--- src/rtl/core/rbsm_pkg.sv ---
// Types, constants and helper functions of the rotation source mapper.
package rbsm_pkg;

   localparam int FRAC_BITS   = 14;
   localparam int MAX_DIM     = 4096;
   localparam int XY_W        = 32;
   localparam int FLOOR_W     = XY_W - FRAC_BITS;
   localparam int PROD_W      = 30;
   localparam int QUEUE_DEPTH = 2;

   localparam logic signed [14:0] COORD_MIN  = -15'sd16384;
   localparam logic signed [14:0] COORD_MAX  = 15'sd16383;
   localparam logic [25:0]        OFFSET_MAX = 26'h3FFFFFF;

   typedef enum logic [2:0] {
      CSR_COS_ANGLE,
      CSR_SIN_ANGLE,
      CSR_SRC_WIDTH,
      CSR_SRC_HEIGHT,
      CSR_OUT_CENTER_X,
      CSR_OUT_CENTER_Y,
      CSR_SRC_ROW_BYTES,
      CSR_BYTES_PER_PIXEL
   } csr_index_type;

   typedef struct packed {
      logic signed [15:0] cos_angle;
      logic signed [15:0] sin_angle;
      logic [12:0]        src_width;
      logic [12:0]        src_height;
      logic [12:0]        out_center_x;
      logic [12:0]        out_center_y;
      logic [14:0]        src_row_bytes;
      logic [2:0]         bytes_per_pixel;
   } cfg_type;

   // Classified coordinate handed from the front end to the back end.
   typedef struct packed {
      logic                       in_bounds;
      logic signed [FLOOR_W-1:0]  x_floor;
      logic signed [FLOOR_W-1:0]  y_floor;
      logic [FRAC_BITS-1:0]       frac_x;
      logic [FRAC_BITS-1:0]       frac_y;
   } mid_type;

   function automatic logic [12:0] clamp_dim(input logic [12:0] v);
      clamp_dim = (v > 13'(MAX_DIM)) ? 13'(MAX_DIM) : v;
   endfunction

endpackage

--- src/rtl/core/rbsm_queue.sv ---
// Short FIFO that decouples the front end from the back end.
module rbsm_queue (
   input  logic              clock,
   input  logic              reset,
   input  logic              push_valid,
   output logic              push_ready,
   input  rbsm_pkg::mid_type push_item,
   output logic              pop_valid,
   input  logic              pop_ready,
   output rbsm_pkg::mid_type pop_item
);

   localparam int DEPTH = rbsm_pkg::QUEUE_DEPTH;
   localparam int PTR_W = (DEPTH > 1) ? $clog2(DEPTH) : 1;
   localparam int CNT_W = $clog2(DEPTH + 1);

   rbsm_pkg::mid_type entry_ff [DEPTH];
   logic [PTR_W-1:0]  wr_ptr_ff, wr_ptr_in;
   logic [PTR_W-1:0]  rd_ptr_ff, rd_ptr_in;
   logic [CNT_W-1:0]  count_ff, count_in;
   logic              push;
   logic              pop;

   assign push_ready = count_ff != CNT_W'(DEPTH);
   assign pop_valid  = count_ff != '0;
   assign push       = push_valid && push_ready;
   assign pop        = pop_valid && pop_ready;
   assign pop_item   = entry_ff[rd_ptr_ff];

   always_comb begin
      wr_ptr_in = wr_ptr_ff;
      rd_ptr_in = rd_ptr_ff;
      count_in  = count_ff;
      if (push) begin
         wr_ptr_in = (wr_ptr_ff == PTR_W'(DEPTH - 1)) ? '0 : wr_ptr_ff + 1'b1;
      end
      if (pop) begin
         rd_ptr_in = (rd_ptr_ff == PTR_W'(DEPTH - 1)) ? '0 : rd_ptr_ff + 1'b1;
      end
      if (push && !pop) begin
         count_in = count_ff + 1'b1;
      end else if (pop && !push) begin
         count_in = count_ff - 1'b1;
      end
   end

   always_ff @(posedge clock) begin
      if (reset) begin
         wr_ptr_ff <= '0;
         rd_ptr_ff <= '0;
         count_ff  <= '0;
      end else begin
         wr_ptr_ff <= wr_ptr_in;
         rd_ptr_ff <= rd_ptr_in;
         count_ff  <= count_in;
      end
      if (push) begin
         entry_ff[wr_ptr_ff] <= push_item;
      end
   end

endmodule

--- config.mk ---
export PLATFORM = sky130hd
export DESIGN_NAME = rbsm_queue
export DESIGN_NICKNAME = d
export VERILOG_FILES = /design/src/rtl/core/rbsm_pkg.sv /design/src/rtl/core/rbsm_queue.sv
export SDC_FILE = /design/constraint.sdc
export NUM_CORES = 1
export LEC_CHECK = 0
export BUFFER_PORTS_ARGS = -buffer_cell sky130_fd_sc_hd__buf_2
export CELL_PAD_IN_SITES_DETAIL_PLACEMENT = 1
export CELL_PAD_IN_SITES_GLOBAL_PLACEMENT = 1
export CORE_UTILIZATION = 40
export CTS_BUF_LIST = sky130_fd_sc_hd__clkbuf_4
export CTS_CLUSTER_SIZE = 16
export DETAILED_ROUTE_END_ITERATION = 10
export GPL_ROUTABILITY_DRIVEN = 0
export HOLD_SLACK_MARGIN = 0.05
export PLACE_DENSITY = 0.79
export SYNTH_ARGS = -nofsm -noshare
export SYNTH_HDL_FRONTEND = slang
export SYNTH_SLANG_ARGS = --single-unit
--- constraint.sdc ---
create_clock -name clock -period 3.9 [get_ports clock]
set_input_delay 0.975 -clock clock [delete_from_list [all_inputs] [get_ports clock]]
set_output_delay 0.975 -clock clock [all_outputs]
set_load 0.05 [all_outputs]
==> run metrics <==
Yosys cell types 19; max cap viols 0; CTS max path bufs 2; Hold Crit Start rd_ptr_ff; Cell Pwr Density 741.4 nW/um^2; Worst path top cell family by delay flip-flops; residual DRC count 0; post-synth design cell area 4927 um^2; syn nets 296; Final min period 3.132 ns; Final ANT Viol Nets 0; first-pass GRT wire length 14.03 mm; Routed WL 9.128 mm; Skew-Pair Late Insertion Delay 0.54 ns; die width 113.0 um; period utilisation layout 80.32%; Synth Area per Inst 21.80 um^2; vias in the first global route 2764; Synth Warn # 0; Worst R2R End entry_ff[1][50]; DR pass1 iterations 4; Worst-Margin Slew 0.8913 ns; Area Overhead vs Synth 23.49%; total negative setup slack 0 ns; Congestion Overflow GR 0; DP Area 5763 um^2; Hold Vio Cnt, Final 0; Sink Count 135; WS Path Type flip-flop to output port; DRT iter0 DRCs 107; Synth Instances 226; Buf+Inv Stages, Crit Path 1; Core ar. 12010 um^2; Min-Delay Path Class flip-flop to flip-flop; clock tree root buffer cell clkbuf_4; Min-Delay Path Depth 2; worst reg2reg path depth 3; drt wl/cell 17.06 um; hold_buf cts 0; final setup vio count 0; IO Count 136; layout cell share with drive strength beyond 1 59.79%; final setup margin 0.7677 ns; crit path cell chain mux2_2 > buf_2; Worst path max stage delay 0.95 ns; Post-DP HPWL 5.936 mm; #FFs+latches synth 135; Worst EP required 2.92 ns; R2R Setup Slk 1.82 ns; Clock transition at path regs 0.10 ns; Num CTS Buffers 17; Arr. time, crit path 2.16 ns; FF-to-FF Start count_ff[0]; Critical Path Fanout Max 65; max frequency 0.3193 GHz; crit start category flip-flop; worst-path cell with the longest stage delay dfxtp_4; ant diodes 0; Post CTS Setup Buffer Count 0; leak pwr 2.272 nW; post-synthesis sequential area ratio 81.26%; Cell Rows 40; total number of vias 2574; Worst setup EP type output port; Vias/cell 4.811; H-tree level count 4; Fin Hold WS 0.5196 ns; die height 113.0 um; max_slew headroom 40.58%; max-slew violations 0; largest net degree at the start of global routing 66; CTS tree built; final net count 445; post-CTS sizing 0; Initial Util 41.02%; Die ar. 12770 um^2; fin area 6085 um^2; Setup Skew 0.01033 ns; status finished, final reports clean; I/O Buffers 135; RSZ-0062 raised after global routing false; initial antenna violation count 0; total track usage 15.26%; Post-Place Setup Slack 1.294 ns; VDD IR max 0.4474 mV
[flip-flops by register name, summed over array words and instances (netlist names), named ones only]
name / flops
count_ff: 2
entry_ff: 130
rd_ptr_ff: 1
wr_ptr_ff: 1
[where the power goes]
part / internal, mW / leakage [nW] / total [mW] / switching (mW)
logic: 0.440 / 0.844 / 1.53 / 1.09
registers: 1.81 / 1.26 / 1.95 / 0.141
clock network: 0.563 / 0.172 / 1.03 / 0.469
[metrics by stage]
stage	total power, mW	utilization [%]	instances
floorplan	3.199	-	226
global placement	3.502	47.98	503
detailed placement	3.534	47.98	503
CTS	4.577	50.66	535
global route	4.693	50.66	535
finish	4.511	50.66	535
[how the worst max path moves through the flow]
stage	start	to	slack [ns]	cells after the start
2_1_floorplan	count_ff[0]	entry_ff[1][0]	0.91	2
3_3_place_gp	flip-flop	pop_item[50]	1.30	2
3_5_place_dp	flip-flop	pop_item[51]	1.29	2
4_1_cts	flip-flop	pop_item[51]	0.65	2
5_1_grt	flip-flop	pop_item[50]	0.58	2
6_report	flip-flop	pop_item[26]	0.77	2
[tightest hold or removal path: stages (launching register included)]
cell	delay [ns]
dfxtp_1	0.34
xor2_1	0.08
nor2_1	0.07
[synthesized netlist by cell type, drive strengths merged]
master	number	area (um^2)
inv	1	3.750
buf	7	68.81
nand3b	1	7.510
o21ai	2	10.01
or3	1	6.260
or2	1	6.260
and2	1	6.260
a21bo	1	10.01
ha	1	12.51
xor2	3	26.28
and3	1	6.260
nand2b	1	6.260
mux2	65	732.0
a21oi	2	10.01
edfxtp	130	3904
nor2	3	11.26
dfxtp	5	100.1
[logic make-up (layout without fill, tap and decap cells)]
kind of cell	after synthesis	after routing	synth area share, %
xor+xnor	3	3	0.5334
compound gates	5	5	0.6095
simple gates	9	9	1.016
mux	65	65	14.86
flops	135	135	81.26
buf+inv	8	170	1.473
fa+ha+maj	1	1	0.2539
[per-layer routing]
metal	part of all wire, %	GRT usage (%)	up-vias
li1	-	-	1198
met1	41	16.74	1266
met2	51	25.43	95
met3	6.8	6.749	15
met4	1.9	7.368	0
met5	0	0	-
[placed cells by master, fill, tap and decap left out, drive strengths merged]
| cell type | synthesis | routed |
|---|---|---|
| nor2 | 3 | 3 |
| nand2b | 1 | 1 |
| xor2 | 3 | 3 |
| and3 | 1 | 1 |
| mux2 | 65 | 65 |
| buf | 7 | 137 |
| o21ai | 2 | 2 |
| ha | 1 | 1 |
| and2 | 1 | 1 |
| a21bo | 1 | 1 |
| or3 | 1 | 1 |
| nand3b | 1 | 1 |
| a21oi | 2 | 2 |
| bufinv | 0 | 5 |
| or2 | 1 | 1 |
| clkbuf | 0 | 18 |
| clkinv | 0 | 9 |
| dfxtp | 5 | 5 |
| edfxtp | 130 | 130 |
| inv | 1 | 1 |
[area by class of cell]
class,count,area [um^2]
fill,1140,5927
sequential,135,4008
multi-input combinational,83,852.1
timing repair buffer,137,715.7
clock inverter,14,186.4
tap,147,183.9
clock buffer,18,135.1
inverter,1,3.754
(Power assumes the default switching activity.)
