$ cat src/rtl/core/rbsm_pkg.sv
// Types, constants and helper functions of the rotation source mapper.
package rbsm_pkg;

   localparam int FRAC_BITS   = 14;
   localparam int MAX_DIM     = 4096;
   localparam int XY_W        = 32;
   localparam int FLOOR_W     = XY_W - FRAC_BITS;
   localparam int PROD_W      = 30;
   localparam int QUEUE_DEPTH = 2;

   localparam logic signed [14:0] COORD_MIN  = -15'sd16384;
   localparam logic signed [14:0] COORD_MAX  = 15'sd16383;
   localparam logic [25:0]        OFFSET_MAX = 26'h3FFFFFF;

   typedef enum logic [2:0] {
      CSR_COS_ANGLE,
      CSR_SIN_ANGLE,
      CSR_SRC_WIDTH,
      CSR_SRC_HEIGHT,
      CSR_OUT_CENTER_X,
      CSR_OUT_CENTER_Y,
      CSR_SRC_ROW_BYTES,
      CSR_BYTES_PER_PIXEL
   } csr_index_type;

   typedef struct packed {
      logic signed [15:0] cos_angle;
      logic signed [15:0] sin_angle;
      logic [12:0]        src_width;
      logic [12:0]        src_height;
      logic [12:0]        out_center_x;
      logic [12:0]        out_center_y;
      logic [14:0]        src_row_bytes;
      logic [2:0]         bytes_per_pixel;
   } cfg_type;

   // Classified coordinate handed from the front end to the back end.
   typedef struct packed {
      logic                       in_bounds;
      logic signed [FLOOR_W-1:0]  x_floor;
      logic signed [FLOOR_W-1:0]  y_floor;
      logic [FRAC_BITS-1:0]       frac_x;
      logic [FRAC_BITS-1:0]       frac_y;
   } mid_type;

   function automatic logic [12:0] clamp_dim(input logic [12:0] v);
      clamp_dim = (v > 13'(MAX_DIM)) ? 13'(MAX_DIM) : v;
   endfunction

endpackage

$ cat src/rtl/core/rbsm_channels.sv
// Valid/ready channel interfaces for coordinate requests and mapped results.
interface rbsm_req_if;
   logic        valid;
   logic        ready;
   logic [12:0] out_x;
   logic [12:0] out_y;

   modport source(output valid, output out_x, output out_y, input ready);
   modport sink(input valid, input out_x, input out_y, output ready);
endinterface


$ cat src/rtl/core/rbsm_front.sv
// Front end: accepts coordinates, rotates them and classifies the mapped point.
module rbsm_front (
   input  logic              clock,
   input  logic              reset,
   input  rbsm_pkg::cfg_type cfg,
   rbsm_req_if.sink          req_chan,
   output logic              mid_valid,
   input  logic              mid_ready,
   output rbsm_pkg::mid_type mid_item
);

   localparam int PW = rbsm_pkg::PROD_W;
   localparam int XW = rbsm_pkg::XY_W;

   logic signed [13:0]   dx;
   logic signed [13:0]   dy;
   logic                 a_ready;
   logic                 b_ready;

   logic                 a_valid_ff;
   logic signed [PW-1:0] prod_xc_ff, prod_xc_in;
   logic signed [PW-1:0] prod_ys_ff, prod_ys_in;
   logic signed [PW-1:0] prod_xs_ff, prod_xs_in;
   logic signed [PW-1:0] prod_yc_ff, prod_yc_in;

   logic                 b_valid_ff;
   logic signed [XW-1:0] x_ff, x_in;
   logic signed [XW-1:0] y_ff, y_in;

   logic [12:0]          w_clamp;
   logic [12:0]          h_clamp;
   logic signed [XW-1:0] x_bias;
   logic signed [XW-1:0] y_bias;
   logic [XW-2:0]        x_limit;
   logic [XW-2:0]        y_limit;

   assign b_ready        = !b_valid_ff || mid_ready;
   assign a_ready        = !a_valid_ff || b_ready;
   assign req_chan.ready = a_ready;

   // Stage A: offsets from the output center and the four rotation products.
   assign dx = $signed({1'b0, req_chan.out_x}) - $signed({1'b0, cfg.out_center_x});
   assign dy = $signed({1'b0, req_chan.out_y}) - $signed({1'b0, cfg.out_center_y});
   assign prod_xc_in = dx * cfg.cos_angle;
   assign prod_ys_in = dy * cfg.sin_angle;
   assign prod_xs_in = dx * cfg.sin_angle;
   assign prod_yc_in = dy * cfg.cos_angle;

   always_ff @(posedge clock) begin
      if (reset) begin
         a_valid_ff <= 1'b0;
      end else if (a_ready) begin
         a_valid_ff <= req_chan.valid;
      end
      if (a_ready && req_chan.valid) begin
         prod_xc_ff <= prod_xc_in;
         prod_ys_ff <= prod_ys_in;
         prod_xs_ff <= prod_xs_in;
         prod_yc_ff <= prod_yc_in;
      end
   end

   // Stage B: source coordinates with the half source size added.
   assign w_clamp = rbsm_pkg::clamp_dim(cfg.src_width);
   assign h_clamp = rbsm_pkg::clamp_dim(cfg.src_height);
   assign x_bias  = $signed(XW'(w_clamp >> 1) << rbsm_pkg::FRAC_BITS);
   assign y_bias  = $signed(XW'(h_clamp >> 1) << rbsm_pkg::FRAC_BITS);
   assign x_in = XW'(prod_xc_ff) - XW'(prod_ys_ff) + x_bias;
   assign y_in = XW'(prod_xs_ff) + XW'(prod_yc_ff) + y_bias;

   always_ff @(posedge clock) begin
      if (reset) begin
         b_valid_ff <= 1'b0;
      end else if (b_ready) begin
         b_valid_ff <= a_valid_ff;
      end
      if (b_ready && a_valid_ff) begin
         x_ff <= x_in;
         y_ff <= y_in;
      end
   end

   // Split into floor and fraction and test against the source bounds.
   assign x_limit = (XW-1)'(w_clamp) << rbsm_pkg::FRAC_BITS;
   assign y_limit = (XW-1)'(h_clamp) << rbsm_pkg::FRAC_BITS;

   assign mid_valid          = b_valid_ff;
   assign mid_item.in_bounds = !x_ff[XW-1] && (x_ff[XW-2:0] < x_limit) &&
                               !y_ff[XW-1] && (y_ff[XW-2:0] < y_limit);
   assign mid_item.x_floor   = x_ff[XW-1:rbsm_pkg::FRAC_BITS];
   assign mid_item.y_floor   = y_ff[XW-1:rbsm_pkg::FRAC_BITS];
   assign mid_item.frac_x    = x_ff[rbsm_pkg::FRAC_BITS-1:0];
   assign mid_item.frac_y    = y_ff[rbsm_pkg::FRAC_BITS-1:0];

endmodule

$ cat src/flat_wrapper.sv
// flat-port wrapper written by rule: the top's interface ports become plain ports
module rbsm_front_flat 
  (clock, reset, cfg, mid_valid, mid_ready, mid_item, req_chan_valid, req_chan_out_x, req_chan_out_y, req_chan_ready);
  rbsm_req_if req_chan_i ();
  input  logic clock;
  input  logic reset;
  input  rbsm_pkg::cfg_type cfg;
  output logic mid_valid;
  input  logic mid_ready;
  output rbsm_pkg::mid_type mid_item;
  input wire logic [$bits(req_chan_i.valid)-1:0] req_chan_valid;
  input wire logic [$bits(req_chan_i.out_x)-1:0] req_chan_out_x;
  input wire logic [$bits(req_chan_i.out_y)-1:0] req_chan_out_y;
  output wire logic [$bits(req_chan_i.ready)-1:0] req_chan_ready;
  assign req_chan_i.valid = req_chan_valid;
  assign req_chan_i.out_x = req_chan_out_x;
  assign req_chan_i.out_y = req_chan_out_y;
  assign req_chan_ready = req_chan_i.ready;
  rbsm_front u_core (.clock(clock), .reset(reset), .cfg(cfg), .req_chan(req_chan_i), .mid_valid(mid_valid), .mid_ready(mid_ready), .mid_item(mid_item));
endmodule
$ cat config.mk
export PLATFORM = sky130hd
export DESIGN_NAME = rbsm_front_flat
export DESIGN_NICKNAME = d
export VERILOG_FILES = /design/src/rtl/core/rbsm_pkg.sv /design/src/rtl/core/rbsm_channels.sv /design/src/rtl/core/rbsm_front.sv /design/src/flat_wrapper.sv
export SDC_FILE = /design/constraint.sdc
export NUM_CORES = 2
export LEC_CHECK = 0
export ABC_AREA = 1
export BUFFER_PORTS_ARGS = -buffer_cell sky130_fd_sc_hd__buf_2
export CAP_MARGIN = 20
export CORE_ASPECT_RATIO = 2
export CORE_MARGIN = 5
export CORE_UTILIZATION = 56
export CTS_CLUSTER_SIZE = 40
export DETAILED_ROUTE_END_ITERATION = 10
export HOLD_SLACK_MARGIN = 0.03
export PLACE_DENSITY = 0.75
export SLEW_MARGIN = 20
export SYNTH_ARGS = -nofsm -noshare
export SYNTH_HDL_FRONTEND = slang
export SYNTH_SLANG_ARGS = --single-unit
$ cat constraint.sdc
create_clock -name clock -period 10.8 [get_ports clock]
set_clock_uncertainty 0.1 [all_clocks]
set_input_delay 2.16 -clock clock [delete_from_list [all_inputs] [get_ports clock]]
set_output_delay 2.16 -clock clock [all_outputs]
set_load 0.05 [all_outputs]
==> impl_metrics.tcl <==
set metrics [dict create \
    run_status "complete, no violations" \
    floorplan.initialDensity 0.5620 \
    core_area_mm2 0.08222 \
    synth_enable_flop_cells 184 \
    rsz0062_at_grt "false" \
    chipWidth_um 213.1 \
    reg2reg_path_depth 18 \
    yosys_warnings 0 \
    min_to "u_core.mid_valid" \
    placedInstanceArea_mm2 0.04815 \
    detail_route.drc_violations 0 \
    grt_antenna_before_repair 11 \
    finish.utilization 0.5943 \
    post-synth-top-area-fraction 0.3822 \
    buffer_ports.inserted 180 \
    global_route.usage.total 0.3147 \
    syn_nets 6976 \
    maxSlewViolCount 0 \
    critPathLaunchType "input port" \
    timing.max_slew.rel_slack 0.2857 \
    holdCritStartpoint "u_core.mid_valid" \
    post_synth_instance_area_mm2 0.04620 \
    hpwl_um 115400 \
    cts_repair_resize_count 0 \
    pin_count_of_the_biggest_net_entering_global_routing 65 \
    critPathMaxStageDelay_ns 0.54 \
    clkSlewWorstSetupHoldPaths_ns 0.06 \
    syn_inst 5544 \
    netlist.top_cell.by_area "sky130_fd_sc_hd__fa_1" \
    cp_data_required_time_ns 11.00 \
    tritoncts.num_buffers 25 \
    crit-reg2reg-launch "u_core.prod_yc_ff[9]" \
    totalNegativeSetupSlack_ns 0 \
    gpl.final_weighted_congestion 0.9868 \
    grt_remaining_overflow 0 \
    global_route_wire_length_before_repair_um 213200 \
    synth-main-ff-cell "sky130_fd_sc_hd__edfxtp_1" \
    synth.avg_cell_area_um2 8.334 \
    ys_top_cells_by_area "sky130_fd_sc_hd__fa_1 38%, sky130_fd_sc_hd__edfxtp_1 12%, sky130_fd_sc_hd__ha_1 11%, sky130_fd_sc_hd__inv_1 11%, sky130_fd_sc_hd__nand2_1 8.6%" \
    floorplan.io_pins 199 \
    timing_worst_slew_pin_value_ns 1.069 \
    first_iter_violations 2486 \
    routedWlPerCell_um 20.34 \
    cts.repair_timing.setup_buffer_count 0 \
    totalWireLength_um 136700 \
    timing.critical_path.fanout_max 12 \
    clock-sinks 186 \
    ctsLongestPathBuffers 3 \
    syn2layout_area_growth_pct 5.744 \
    final_layout_size_suffix_gt1_frac 0.05620 \
    cpMaxStageDelayCell "sky130_fd_sc_hd__fa_1" \
    critical_path_class "in2reg" \
    ctsHoldBuffers 0 \
    tritoncts "built" \
    die_height_um 416.2 \
    postSynth.asyncResetShare 0 \
    synth_seq_cells 186 \
    die_area_mm2 0.08870 \
    final_antenna_net_count 0 \
    cell_rows 149 \
    number_of_global_route_vias_before_repair 40166 \
    fin_nets 7085 \
    hp-class "reg2reg" \
    layout.area.seq_mm2 0.005565 \
    timing.rr.end "u_core.y_ff[31]" \
    final_cell_count_without_fillers 6719 \
    final_period_minus_worst_setup_slack_ns 9.600 \
    dr.pass1.iters 7 \
    layout.filler_cells 7346 \
    synth_top_cells_by_count "1343 x sky130_fd_sc_hd__inv_1, 1058 x sky130_fd_sc_hd__nand2_1, 882 x sky130_fd_sc_hd__fa_1" \
    worst_skew_pair.late_latency_ns 0.51 \
    synth_most_common_cell "sky130_fd_sc_hd__inv_1" \
    final-hold-violation-count 0 \
    multi_input_gate_area_in_the_final_layout_mm2 0.03483 \
    max_cap_violations 0 \
    cp.arrival_ns 9.80 \
    synth-seq-area-share 0.1205 \
    worstSetupEndpointType "flop" \
    vias_per_cell 5.582 \
    dpl.cell_count 6683 \
    timing.reg2reg.setup_slack_ns 6.47 \
    synth_cell_type_count 48 \
    clk_root_buffer_cell "sky130_fd_sc_hd__clkbuf_16" \
    num_vias 37506 \
    cts.htree.levels 4 \
    max_freq_mhz 104.2 \
    fraction_of_the_cycle_the_final_worst_path_needs 0.8889 \
    design_area_mm2 0.04886 \
    holdPathStages 2 \
    timing.final.setup_violations 0 \
]
-- critical path, delay by kind of cell --
family / cells / cell delay (ns)
buffers and inverters: 8 / 0.66
AND/OR/NAND/NOR: 12 / 2.24
AO/OA/AOI/OAI: 3 / 0.38
adder cells (fa/ha/maj): 9 / 4.02
XOR/XNOR: 1 / 0.31
-- worst max path at each step --
stage	start	to	cells after the start
detailed placement	req_chan_out_y[0]	u_core.prod_ys_ff[29]	33
floorplan	req_chan_out_y[0]	u_core.prod_ys_ff[26]	36
global route	req_chan_out_y[0]	u_core.prod_ys_ff[29]	33
CTS	req_chan_out_y[0]	u_core.prod_ys_ff[29]	33
finish	req_chan_out_y[0]	u_core.prod_ys_ff[29]	33
global placement	req_chan_out_y[0]	u_core.prod_yc_ff[26]	36
-- kinds of logic after synthesis --
group                      share of synthesized area
AOI/OAI and AO/OA                            0.05213
xor gates and xnor gates                     0.03924
adders and majority gates                     0.4954
buffers and inverters                         0.1259
DFF                                           0.1205
and+or+nand+nor                               0.1669
-- layout by cell type, fill, tap and decap left out, types with 11 or more instances in the layout --
cell type / synthesis / layout
sky130_fd_sc_hd__a31oi_1: 13 / 13
sky130_fd_sc_hd__inv_2: 14 / 14
sky130_fd_sc_hd__buf_2: 33 / 180
sky130_fd_sc_hd__nand3_1: 234 / 234
sky130_fd_sc_hd__inv_1: 1343 / 1342
sky130_fd_sc_hd__xnor2_1: 84 / 84
sky130_fd_sc_hd__xor2_1: 123 / 123
sky130_fd_sc_hd__nor3_1: 21 / 21
sky130_fd_sc_hd__a21oi_1: 229 / 228
sky130_fd_sc_hd__nor2_1: 514 / 514
sky130_fd_sc_hd__nor4_1: 18 / 18
sky130_fd_sc_hd__ha_1: 418 / 418
sky130_fd_sc_hd__o21ai_0: 88 / 88
sky130_fd_sc_hd__nand2_1: 1058 / 1058
sky130_fd_sc_hd__fa_1: 882 / 882
sky130_fd_sc_hd__o21a_1: 11 / 11
sky130_fd_sc_hd__nand4_1: 20 / 20
sky130_fd_sc_hd__o21bai_1: 11 / 11
sky130_fd_sc_hd__edfxtp_1: 184 / 184
sky130_fd_sc_hd__clkinv_1: 11 / 11
sky130_fd_sc_hd__a21o_1: 21 / 21
sky130_fd_sc_hd__nand2_2: 15 / 15
sky130_fd_sc_hd__clkbuf_16: 0 / 25
sky130_fd_sc_hd__buf_4: 12 / 50
-- metrics by stage --
stage               hold slack (ns)  setup slack [ns]
floorplan                    0.3451             2.155
global placement             0.4036            0.8986
detailed placement           0.4217            0.7737
CTS                          0.4302             1.309
global route                 0.4535            0.7910
finish                       0.4255             1.200
-- sequential cells by signal (all words and copies together), names as in the netlist --
signal             cells
u_core.prod_yc_ff     30
u_core.y_ff           32
u_core.prod_ys_ff     30
u_core.x_ff           32
u_core.a_valid_ff      1
u_core.prod_xc_ff     30
u_core.prod_xs_ff     30
u_core.mid_valid       1
-- layer usage --
| metal | GRT usage | part of all wire |
|---|---|---|
| met1 | 0.3224 | 0.31 |
| met2 | 0.5418 | 0.50 |
| met3 | 0.05629 | 0.074 |
| met4 | 0.2732 | 0.11 |
| met5 | 0 | 0.00042 |
-- area by class of cell --
type / instances / share of cell area
sequential: 186 / 0.1139
tap: 1057 / 0.02707
clock inverter: 7 / 0.001409
multi-input combinational: 3841 / 0.7129
timing repair buffer: 231 / 0.02653
antenna: 4 / 0.0002049
inverter: 1368 / 0.1052
clock buffer: 25 / 0.01280
Power is not shown: default switching activity piles up to over one toggle a cycle in this logic, so the estimate is an artifact.
