**src/rtl/core/rbsm_pkg.sv**
```systemverilog
// Types, constants and helper functions of the rotation source mapper.
package rbsm_pkg;

   localparam int FRAC_BITS   = 14;
   localparam int MAX_DIM     = 4096;
   localparam int XY_W        = 32;
   localparam int FLOOR_W     = XY_W - FRAC_BITS;
   localparam int PROD_W      = 30;
   localparam int QUEUE_DEPTH = 2;

   localparam logic signed [14:0] COORD_MIN  = -15'sd16384;
   localparam logic signed [14:0] COORD_MAX  = 15'sd16383;
   localparam logic [25:0]        OFFSET_MAX = 26'h3FFFFFF;

   typedef enum logic [2:0] {
      CSR_COS_ANGLE,
      CSR_SIN_ANGLE,
      CSR_SRC_WIDTH,
      CSR_SRC_HEIGHT,
      CSR_OUT_CENTER_X,
      CSR_OUT_CENTER_Y,
      CSR_SRC_ROW_BYTES,
      CSR_BYTES_PER_PIXEL
   } csr_index_type;

   typedef struct packed {
      logic signed [15:0] cos_angle;
      logic signed [15:0] sin_angle;
      logic [12:0]        src_width;
      logic [12:0]        src_height;
      logic [12:0]        out_center_x;
      logic [12:0]        out_center_y;
      logic [14:0]        src_row_bytes;
      logic [2:0]         bytes_per_pixel;
   } cfg_type;

   // Classified coordinate handed from the front end to the back end.
   typedef struct packed {
      logic                       in_bounds;
      logic signed [FLOOR_W-1:0]  x_floor;
      logic signed [FLOOR_W-1:0]  y_floor;
      logic [FRAC_BITS-1:0]       frac_x;
      logic [FRAC_BITS-1:0]       frac_y;
   } mid_type;

   function automatic logic [12:0] clamp_dim(input logic [12:0] v);
      clamp_dim = (v > 13'(MAX_DIM)) ? 13'(MAX_DIM) : v;
   endfunction

endpackage

```
**src/rtl/core/rbsm_channels.sv**
```systemverilog


interface rbsm_rsp_if;
   logic               valid;
   logic               ready;
   logic               inside_res;
   logic signed [14:0] src_x0;
   logic signed [14:0] src_y0;
   logic [13:0]        frac_x;
   logic [13:0]        frac_y;
   logic [14:0]        weight_00;
   logic [14:0]        weight_01;
   logic [14:0]        weight_10;
   logic [14:0]        weight_11;
   logic [25:0]        byte_offset;

   modport source(output valid, output inside_res, output src_x0, output src_y0,
                  output frac_x, output frac_y, output weight_00, output weight_01,
                  output weight_10, output weight_11, output byte_offset, input ready);
   modport sink(input valid, input inside_res, input src_x0, input src_y0,
                input frac_x, input frac_y, input weight_00, input weight_01,
                input weight_10, input weight_11, input byte_offset, output ready);
endinterface

```
**src/rtl/core/rbsm_back.sv**
```systemverilog
// Back end: bilinear weights, saturated coordinates and the neighbor byte offset.
module rbsm_back (
   input  logic              clock,
   input  logic              reset,
   input  rbsm_pkg::cfg_type cfg,
   input  logic              in_valid,
   output logic              in_ready,
   input  rbsm_pkg::mid_type in_item,
   rbsm_rsp_if.source        rsp_chan
);

   localparam int FB = rbsm_pkg::FRAC_BITS;
   localparam int WW = 2 * (FB + 1) - 1;

   function automatic logic signed [14:0] sat_coord(
      input logic signed [rbsm_pkg::FLOOR_W-1:0] v);
      if (v < rbsm_pkg::FLOOR_W'(rbsm_pkg::COORD_MIN)) begin
         sat_coord = rbsm_pkg::COORD_MIN;
      end else if (v > rbsm_pkg::FLOOR_W'(rbsm_pkg::COORD_MAX)) begin
         sat_coord = rbsm_pkg::COORD_MAX;
      end else begin
         sat_coord = v[14:0];
      end
   endfunction

   logic                 c_ready;
   logic                 d_ready;
   logic [FB:0]          gx;
   logic [FB:0]          gy;

   logic                 c_valid_ff;
   logic                 c_inside_ff;
   logic signed [14:0]   c_x0_ff;
   logic signed [14:0]   c_y0_ff;
   logic [FB-1:0]        c_fx_ff;
   logic [FB-1:0]        c_fy_ff;
   logic [WW-1:0]        w00_ff, w00_in;
   logic [WW-1:0]        w01_ff, w01_in;
   logic [WW-1:0]        w10_ff, w10_in;
   logic [WW-1:0]        w11_ff, w11_in;
   logic [27:0]          off_y_ff, off_y_in;
   logic [15:0]          off_x_ff, off_x_in;

   logic                 d_valid_ff;
   logic                 inside_ff;
   logic signed [14:0]   x0_ff;
   logic signed [14:0]   y0_ff;
   logic [13:0]          fx_ff;
   logic [13:0]          fy_ff;
   logic [14:0]          weight_00_ff;
   logic [14:0]          weight_01_ff;
   logic [14:0]          weight_10_ff;
   logic [14:0]          weight_11_ff;
   logic [25:0]          offset_ff, offset_in;
   logic [28:0]          offset_sum;

   assign d_ready  = !d_valid_ff || rsp_chan.ready;
   assign c_ready  = !c_valid_ff || d_ready;
   assign in_ready = c_ready;

   // Stage C: complementary fractions, weight products and offset products.
   assign gx = (FB+1)'(1 << FB) - {1'b0, in_item.frac_x};
   assign gy = (FB+1)'(1 << FB) - {1'b0, in_item.frac_y};
   assign w00_in = WW'(gx * gy);
   assign w01_in = WW'(gx * {1'b0, in_item.frac_y});
   assign w10_in = WW'({1'b0, in_item.frac_x} * gy);
   assign w11_in = WW'(in_item.frac_x * in_item.frac_y);
   // Inside the source both floors lie in 0..MAX_DIM-1, so 13 bits suffice.
   assign off_y_in = 28'(in_item.y_floor[12:0]) * 28'(cfg.src_row_bytes);
   assign off_x_in = 16'(in_item.x_floor[12:0]) * 16'(cfg.bytes_per_pixel);

   always_ff @(posedge clock) begin
      if (reset) begin
         c_valid_ff <= 1'b0;
      end else if (c_ready) begin
         c_valid_ff <= in_valid;
      end
      if (c_ready && in_valid) begin
         c_inside_ff <= in_item.in_bounds;
         c_x0_ff     <= sat_coord(in_item.x_floor);
         c_y0_ff     <= sat_coord(in_item.y_floor);
         c_fx_ff     <= in_item.frac_x;
         c_fy_ff     <= in_item.frac_y;
         w00_ff      <= w00_in;
         w01_ff      <= w01_in;
         w10_ff      <= w10_in;
         w11_ff      <= w11_in;
         off_y_ff    <= off_y_in;
         off_x_ff    <= off_x_in;
      end
   end

   // Stage D: offset sum with saturation, zero outside the source, then the output register.
   assign offset_sum = 29'(off_y_ff) + 29'(off_x_ff);
   always_comb begin
      if (!c_inside_ff) begin
         offset_in = '0;
      end else if (offset_sum > 29'(rbsm_pkg::OFFSET_MAX)) begin
         offset_in = rbsm_pkg::OFFSET_MAX;
      end else begin
         offset_in = offset_sum[25:0];
      end
   end

   always_ff @(posedge clock) begin
      if (reset) begin
         d_valid_ff <= 1'b0;
      end else if (d_ready) begin
         d_valid_ff <= c_valid_ff;
      end
      if (d_ready && c_valid_ff) begin
         inside_ff    <= c_inside_ff;
         x0_ff        <= c_x0_ff;
         y0_ff        <= c_y0_ff;
         fx_ff        <= 14'(c_fx_ff);
         fy_ff        <= 14'(c_fy_ff);
         weight_00_ff <= 15'(w00_ff[WW-1:FB]);
         weight_01_ff <= 15'(w01_ff[WW-1:FB]);
         weight_10_ff <= 15'(w10_ff[WW-1:FB]);
         weight_11_ff <= 15'(w11_ff[WW-1:FB]);
         offset_ff    <= offset_in;
      end
   end

   assign rsp_chan.valid       = d_valid_ff;
   assign rsp_chan.inside_res  = inside_ff;
   assign rsp_chan.src_x0      = x0_ff;
   assign rsp_chan.src_y0      = y0_ff;
   assign rsp_chan.frac_x      = fx_ff;
   assign rsp_chan.frac_y      = fy_ff;
   assign rsp_chan.weight_00   = weight_00_ff;
   assign rsp_chan.weight_01   = weight_01_ff;
   assign rsp_chan.weight_10   = weight_10_ff;
   assign rsp_chan.weight_11   = weight_11_ff;
   assign rsp_chan.byte_offset = offset_ff;

endmodule

```
**src/flat_wrapper.sv**
```systemverilog
// flat-port wrapper written by rule: the top's interface ports become plain ports
module rbsm_back_flat 
  (clock, reset, cfg, in_valid, in_ready, in_item, rsp_chan_valid, rsp_chan_inside_res, rsp_chan_src_x0, rsp_chan_src_y0, rsp_chan_frac_x, rsp_chan_frac_y, rsp_chan_weight_00, rsp_chan_weight_01, rsp_chan_weight_10, rsp_chan_weight_11, rsp_chan_byte_offset, rsp_chan_ready);
  rbsm_rsp_if rsp_chan_i ();
  input  logic clock;
  input  logic reset;
  input  rbsm_pkg::cfg_type cfg;
  input  logic in_valid;
  output logic in_ready;
  input  rbsm_pkg::mid_type in_item;
  output wire logic [$bits(rsp_chan_i.valid)-1:0] rsp_chan_valid;
  output wire logic [$bits(rsp_chan_i.inside_res)-1:0] rsp_chan_inside_res;
  output wire logic [$bits(rsp_chan_i.src_x0)-1:0] rsp_chan_src_x0;
  output wire logic [$bits(rsp_chan_i.src_y0)-1:0] rsp_chan_src_y0;
  output wire logic [$bits(rsp_chan_i.frac_x)-1:0] rsp_chan_frac_x;
  output wire logic [$bits(rsp_chan_i.frac_y)-1:0] rsp_chan_frac_y;
  output wire logic [$bits(rsp_chan_i.weight_00)-1:0] rsp_chan_weight_00;
  output wire logic [$bits(rsp_chan_i.weight_01)-1:0] rsp_chan_weight_01;
  output wire logic [$bits(rsp_chan_i.weight_10)-1:0] rsp_chan_weight_10;
  output wire logic [$bits(rsp_chan_i.weight_11)-1:0] rsp_chan_weight_11;
  output wire logic [$bits(rsp_chan_i.byte_offset)-1:0] rsp_chan_byte_offset;
  input wire logic [$bits(rsp_chan_i.ready)-1:0] rsp_chan_ready;
  assign rsp_chan_valid = rsp_chan_i.valid;
  assign rsp_chan_inside_res = rsp_chan_i.inside_res;
  assign rsp_chan_src_x0 = rsp_chan_i.src_x0;
  assign rsp_chan_src_y0 = rsp_chan_i.src_y0;
  assign rsp_chan_frac_x = rsp_chan_i.frac_x;
  assign rsp_chan_frac_y = rsp_chan_i.frac_y;
  assign rsp_chan_weight_00 = rsp_chan_i.weight_00;
  assign rsp_chan_weight_01 = rsp_chan_i.weight_01;
  assign rsp_chan_weight_10 = rsp_chan_i.weight_10;
  assign rsp_chan_weight_11 = rsp_chan_i.weight_11;
  assign rsp_chan_byte_offset = rsp_chan_i.byte_offset;
  assign rsp_chan_i.ready = rsp_chan_ready;
  rbsm_back u_core (.clock(clock), .reset(reset), .cfg(cfg), .in_valid(in_valid), .in_ready(in_ready), .in_item(in_item), .rsp_chan(rsp_chan_i));
endmodule
```
**config.mk**
```make
export PLATFORM = sky130hd
export DESIGN_NAME = rbsm_back_flat
export DESIGN_NICKNAME = d
export VERILOG_FILES = /design/src/rtl/core/rbsm_pkg.sv /design/src/rtl/core/rbsm_channels.sv /design/src/rtl/core/rbsm_back.sv /design/src/flat_wrapper.sv
export SDC_FILE = /design/constraint.sdc
export NUM_CORES = 2
export LEC_CHECK = 0
export ABC_AREA = 1
export BUFFER_PORTS_ARGS = -buffer_cell sky130_fd_sc_hd__buf_4
export CORE_MARGIN = 5
export CORE_UTILIZATION = 51
export DETAILED_ROUTE_END_ITERATION = 12
export PLACE_DENSITY = 0.81
export REMOVE_ABC_BUFFERS = 1
export SYNTH_ARGS = -nofsm -noshare
export SYNTH_HDL_FRONTEND = slang
export SYNTH_SLANG_ARGS = --single-unit
```
**constraint.sdc**
```tcl
create_clock -name clock -period 16.35 [get_ports clock]
set_input_delay 0.8175 -clock clock [delete_from_list [all_inputs] [get_ports clock]]
set_output_delay 0.8175 -clock clock [all_outputs]
set_load 0.01 [all_outputs]
```
==> flow_metrics.env <==
export IMPL_fp_dieW_um=312.6
export IMPL_crit_start="in_item[14]"
export IMPL_cts_root_buffer_cell="clkbuf_16"
export IMPL_die_height_um=312.6
export IMPL_finalSetupViolCount=0
export IMPL_critical_path_peak_fanout=18
export IMPL_timing_max_slew_rel_slack_pct=28.65
export IMPL_cell_at_the_slowest_stage_of_the_critical_path="clkinv_1"
export IMPL_synth_cells_most_frequent="1312 x nand2_1, 1264 x inv_1, 765 x fa_1"
export IMPL_resize_count_post_cts=0
export IMPL_hold_depth=2
export IMPL_hold_path_startpoint="reset"
export IMPL_netlist_top_cell_by_area="fa_1"
export IMPL_placementRows=111
export IMPL_leakagePower_nw=26.88
export IMPL_top_usage_layer="met2"
export IMPL_mappedNetlistArea_um2=46700
export IMPL_synth_seq_area_share_pct=19.76
export IMPL_status="completed"
export IMPL_internal_portion_of_total_power_mw=4.974
export IMPL_routabilityCongestion=0.9691
export IMPL_clock_path_buffers=3
export IMPL_detail_route_wirelength_mm=119.7
export IMPL_routedWlPerCell_um=17.73
export IMPL_skew_ps=31.41
export IMPL_edff_count_synth=306
export IMPL_netlist_area_leader_share_pct=32.80
export IMPL_drt_drc_violations_left=0
export IMPL_path_category_of_the_worst_min_delay_check="in -> reg"
export IMPL_route_vias_total=36580
export IMPL_max_cap_violations=0
export IMPL_met1_track_utilization_from_global_routing_pct=30.89
export IMPL_worst_r2r_endpoint="u_core.rsp_chan.byte_offset[22]"
export IMPL_timing_hold_violations_final=0
export IMPL_post_cts_hold_buffer_count=0
export IMPL_dpl_hpwl_mm=93.34
export IMPL_postRouteAntennaNets=0
export IMPL_nNetsFinal=6934
export IMPL_syn_mean_instance_area_um2=8.586
export IMPL_setup_tns_final_ps=0
export IMPL_post_route_cells_drive_above_1_share_pct=5.989
export IMPL_path_class="in -> reg"
export IMPL_period_minus_slack_ps=8629
export IMPL_power_ir_vdd_worst_mv=0.1912
export IMPL_tritoncts_clock_tree="done"
export IMPL_tightest_slew_ps=1068
export IMPL_detail_route_first_pass_iterations=7
export IMPL_port_buffers=232
export IMPL_yosys_cell_count_top_type="nand2_1"
export IMPL_synthesis_instances=5439
export IMPL_floorplan_die_area_um2=97720
export IMPL_grt_antenna_before_repair=2
export IMPL_cpPeakStageDelay_ps=920
export IMPL_drt_first_iter_violations=2974
export IMPL_rr_startpoint="u_core.off_x_ff[9]"
export IMPL_switching_power_mw=5.813
export IMPL_endpoint_kind="flip-flop"
export IMPL_post_layout_nonfiller_instances=6749
export IMPL_grt_pass1_vias=38740
export IMPL_postSynth_asyncResetShare_pct=0
export IMPL_core_footprint_um2=91250
export IMPL_viasPerCell=5.419
export IMPL_cpMostUsedCell="nand2_1"
export IMPL_number_of_cells_on_the_worst_reg_to_reg_path=11
export IMPL_cts_buffers=37
export IMPL_netlist_top_cells_area="fa_1 33%, edfxtp_1 20%, ha_1 12%, nand2_1 11%, inv_1 10%"
export IMPL_cts_setup_buffers=0
export IMPL_r2r_setup_slack_ps=13460
export IMPL_grt_pass1_wl_mm=195.3
export IMPL_timing_critical_path_required_ps=16700
export IMPL_initial_utilization_pct=51.18
export IMPL_powerDensity_nw_per_um2=213.4
export IMPL_combPwrFrac_pct=78.5
export IMPL_worst_skew_pair_late_latency_ps=610
export IMPL_power_sequential_fraction_pct=13.3
export IMPL_power_switching_fraction_pct=53.89
export IMPL_report_final_slew_viol_count=0
export IMPL_areaGrowthSynthToFinish_pct=8.263
export IMPL_postSynth_topFlopCell="edfxtp_1"
export IMPL_grt_met2_usage_pct=41.55
export IMPL_grt_remaining_overflow=0
export IMPL_setup_worst_path_start_class="input pin"
export IMPL_synth_cell_types=51
export IMPL_grt_max_degree=102
export IMPL_whs_endpoint="u_core.rsp_chan.valid"
export IMPL_track_usage_pct=24.68
export IMPL_rsz0062_at_grt="no"
export IMPL_clock_power_share_pct=8.2
export IMPL_clk_transition_reported_paths_ps=60
export IMPL_clock_sinks=308
export IMPL_gr_usage_met3_pct=5.212
export IMPL_ios=318
export IMPL_synthesis_yosys_warnings=0
export IMPL_htreeDepth=2
export IMPL_layout_worst_path_cycle_share_pct=52.78
export IMPL_maxClockFrequency_mhz=115.9
export IMPL_dpl_cell_count=6680
export IMPL_arrival_worst_endpoint_ps=8980
export IMPL_synth_ff_latch_count=308
==> worst max path at each step <==
stage,end,slack (ps),cells past startpoint
floorplan,u_core.rsp_chan.byte_offset[0],7880,2
global placement,u_core.w00_ff[28],7620,32
detailed placement,u_core.w00_ff[28],7460,32
CTS,u_core.w00_ff[28],8100,32
global route,u_core.w00_ff[28],7380,32
finish,u_core.w00_ff[28],7720,32
==> registers in the layout (all words and copies together), names as in the netlist, 14 cells and up <==
| name | count |
|---|---|
| u_core.off_y_ff | 28 |
| u_core.rsp_chan.byte_offset | 26 |
| u_core.off_x_ff | 16 |
| u_core.c_x0_ff | 15 |
| u_core.c_y0_ff | 15 |
| u_core.rsp_chan.src_x0 | 15 |
| u_core.rsp_chan.src_y0 | 15 |
| u_core.rsp_chan.weight_00 | 15 |
| u_core.rsp_chan.weight_01 | 15 |
| u_core.rsp_chan.weight_10 | 15 |
| u_core.w00_ff | 15 |
| u_core.w01_ff | 15 |
| u_core.w10_ff | 15 |
| u_core.c_fx_ff | 14 |
| u_core.c_fy_ff | 14 |
| u_core.rsp_chan.frac_x | 14 |
| u_core.rsp_chan.frac_y | 14 |
| u_core.rsp_chan.weight_11 | 14 |
| u_core.w11_ff | 14 |
==> routing by layer <==
layer	share of wire (%)	up-vias	routed length (um)
li1	-	16570	-
met3	9.6	414	11510
met1	37	17760	44800
met2	48	1823	57570
met4	4.8	2	5777
met5	0.011	-	13
==> stage by stage <==
| step | setup WS (ps) | hold WS, ps | total power, mW | cell area [um^2] | utilization (%) |
|---|---|---|---|---|---|
| 3_3_place_gp | 7619 | 400.3 | 9.667 | 49270 | 54.00 |
| 2_1_floorplan | 7876 | 400.3 | 7.598 | 45890 | - |
| 6_report | 7721 | 393.9 | 10.79 | 50560 | 55.41 |
| 4_1_cts | 8096 | 344.0 | 10.78 | 50550 | 55.40 |
| 3_5_place_dp | 7461 | 404.5 | 9.804 | 49270 | 54.00 |
| 5_1_grt | 7379 | 364.8 | 12.01 | 50550 | 55.40 |
==> cell usage in the layout, fill, tap and decap left out, types with 4 or more instances in the layout <==
cell / netlist / final
a211oi_1: 5 / 5
a21boi_0: 5 / 5
a21o_1: 18 / 18
a21oi_1: 178 / 177
a31oi_1: 19 / 19
buf_4: 6 / 250
bufinv_16: 0 / 6
clkbuf_16: 0 / 38
clkinv_1: 10 / 16
clkinvlp_4: 0 / 5
edfxtp_1: 306 / 306
fa_1: 765 / 765
ha_1: 465 / 465
inv_1: 1264 / 1263
inv_2: 4 / 4
nand2_1: 1312 / 1312
nand3_1: 116 / 116
nand4_1: 32 / 32
nor2_1: 430 / 430
nor2_2: 4 / 4
nor3_1: 33 / 33
nor4_1: 10 / 10
o211ai_1: 4 / 4
o21ai_0: 94 / 94
o21bai_1: 24 / 24
or2_2: 7 / 7
xnor2_1: 42 / 42
xor2_1: 64 / 64
==> power by group through the flow <==
stage	sequential [mW]	clock, mW	combinational (mW)
4_1_cts	1.44	0.910	8.43
3_3_place_gp	1.45	0	8.22
2_1_floorplan	1.44	0	6.15
6_report	1.44	0.883	8.47
3_5_place_dp	1.45	0	8.35
5_1_grt	1.45	0.940	9.63
==> final cells by class <==
| type | count | area [um^2] |
|---|---|---|
| clock buffer | 41 | 962.2 |
| fill | 7873 | 40690 |
| inverter | 1279 | 4808 |
| clock inverter | 25 | 317.8 |
| antenna | 3 | 7.507 |
| tap | 1186 | 1484 |
| multi-input combinational | 3657 | 31870 |
| timing repair buffer | 250 | 1877 |
| sequential | 308 | 9229 |
==> kinds of logic (layout without fill, tap and decap cells) <==
group / Yosys count / count (layout) / synth area share, %
other: 1 / 4 / 0.008030
adder cells (fa/ha/maj): 1230 / 1230 / 45.25
AO/OA/AOI/OAI: 361 / 361 / 4.308
buffers and inverters: 1474 / 1595 / 12.01
XOR/XNOR: 107 / 107 / 2.047
flip-flops: 308 / 308 / 19.76
AND/OR/NAND/NOR: 1958 / 1958 / 16.61
==> critical path: cells and delay by family <==
kind	cells	cell delay [ps]
AND/OR/NAND/NOR	12	2290
buffers and inverters	10	1820
AO/OA/AOI/OAI	2	430
adder cells (fa/ha/maj)	8	3590
Note: power is estimated with default switching activity, not from simulation.
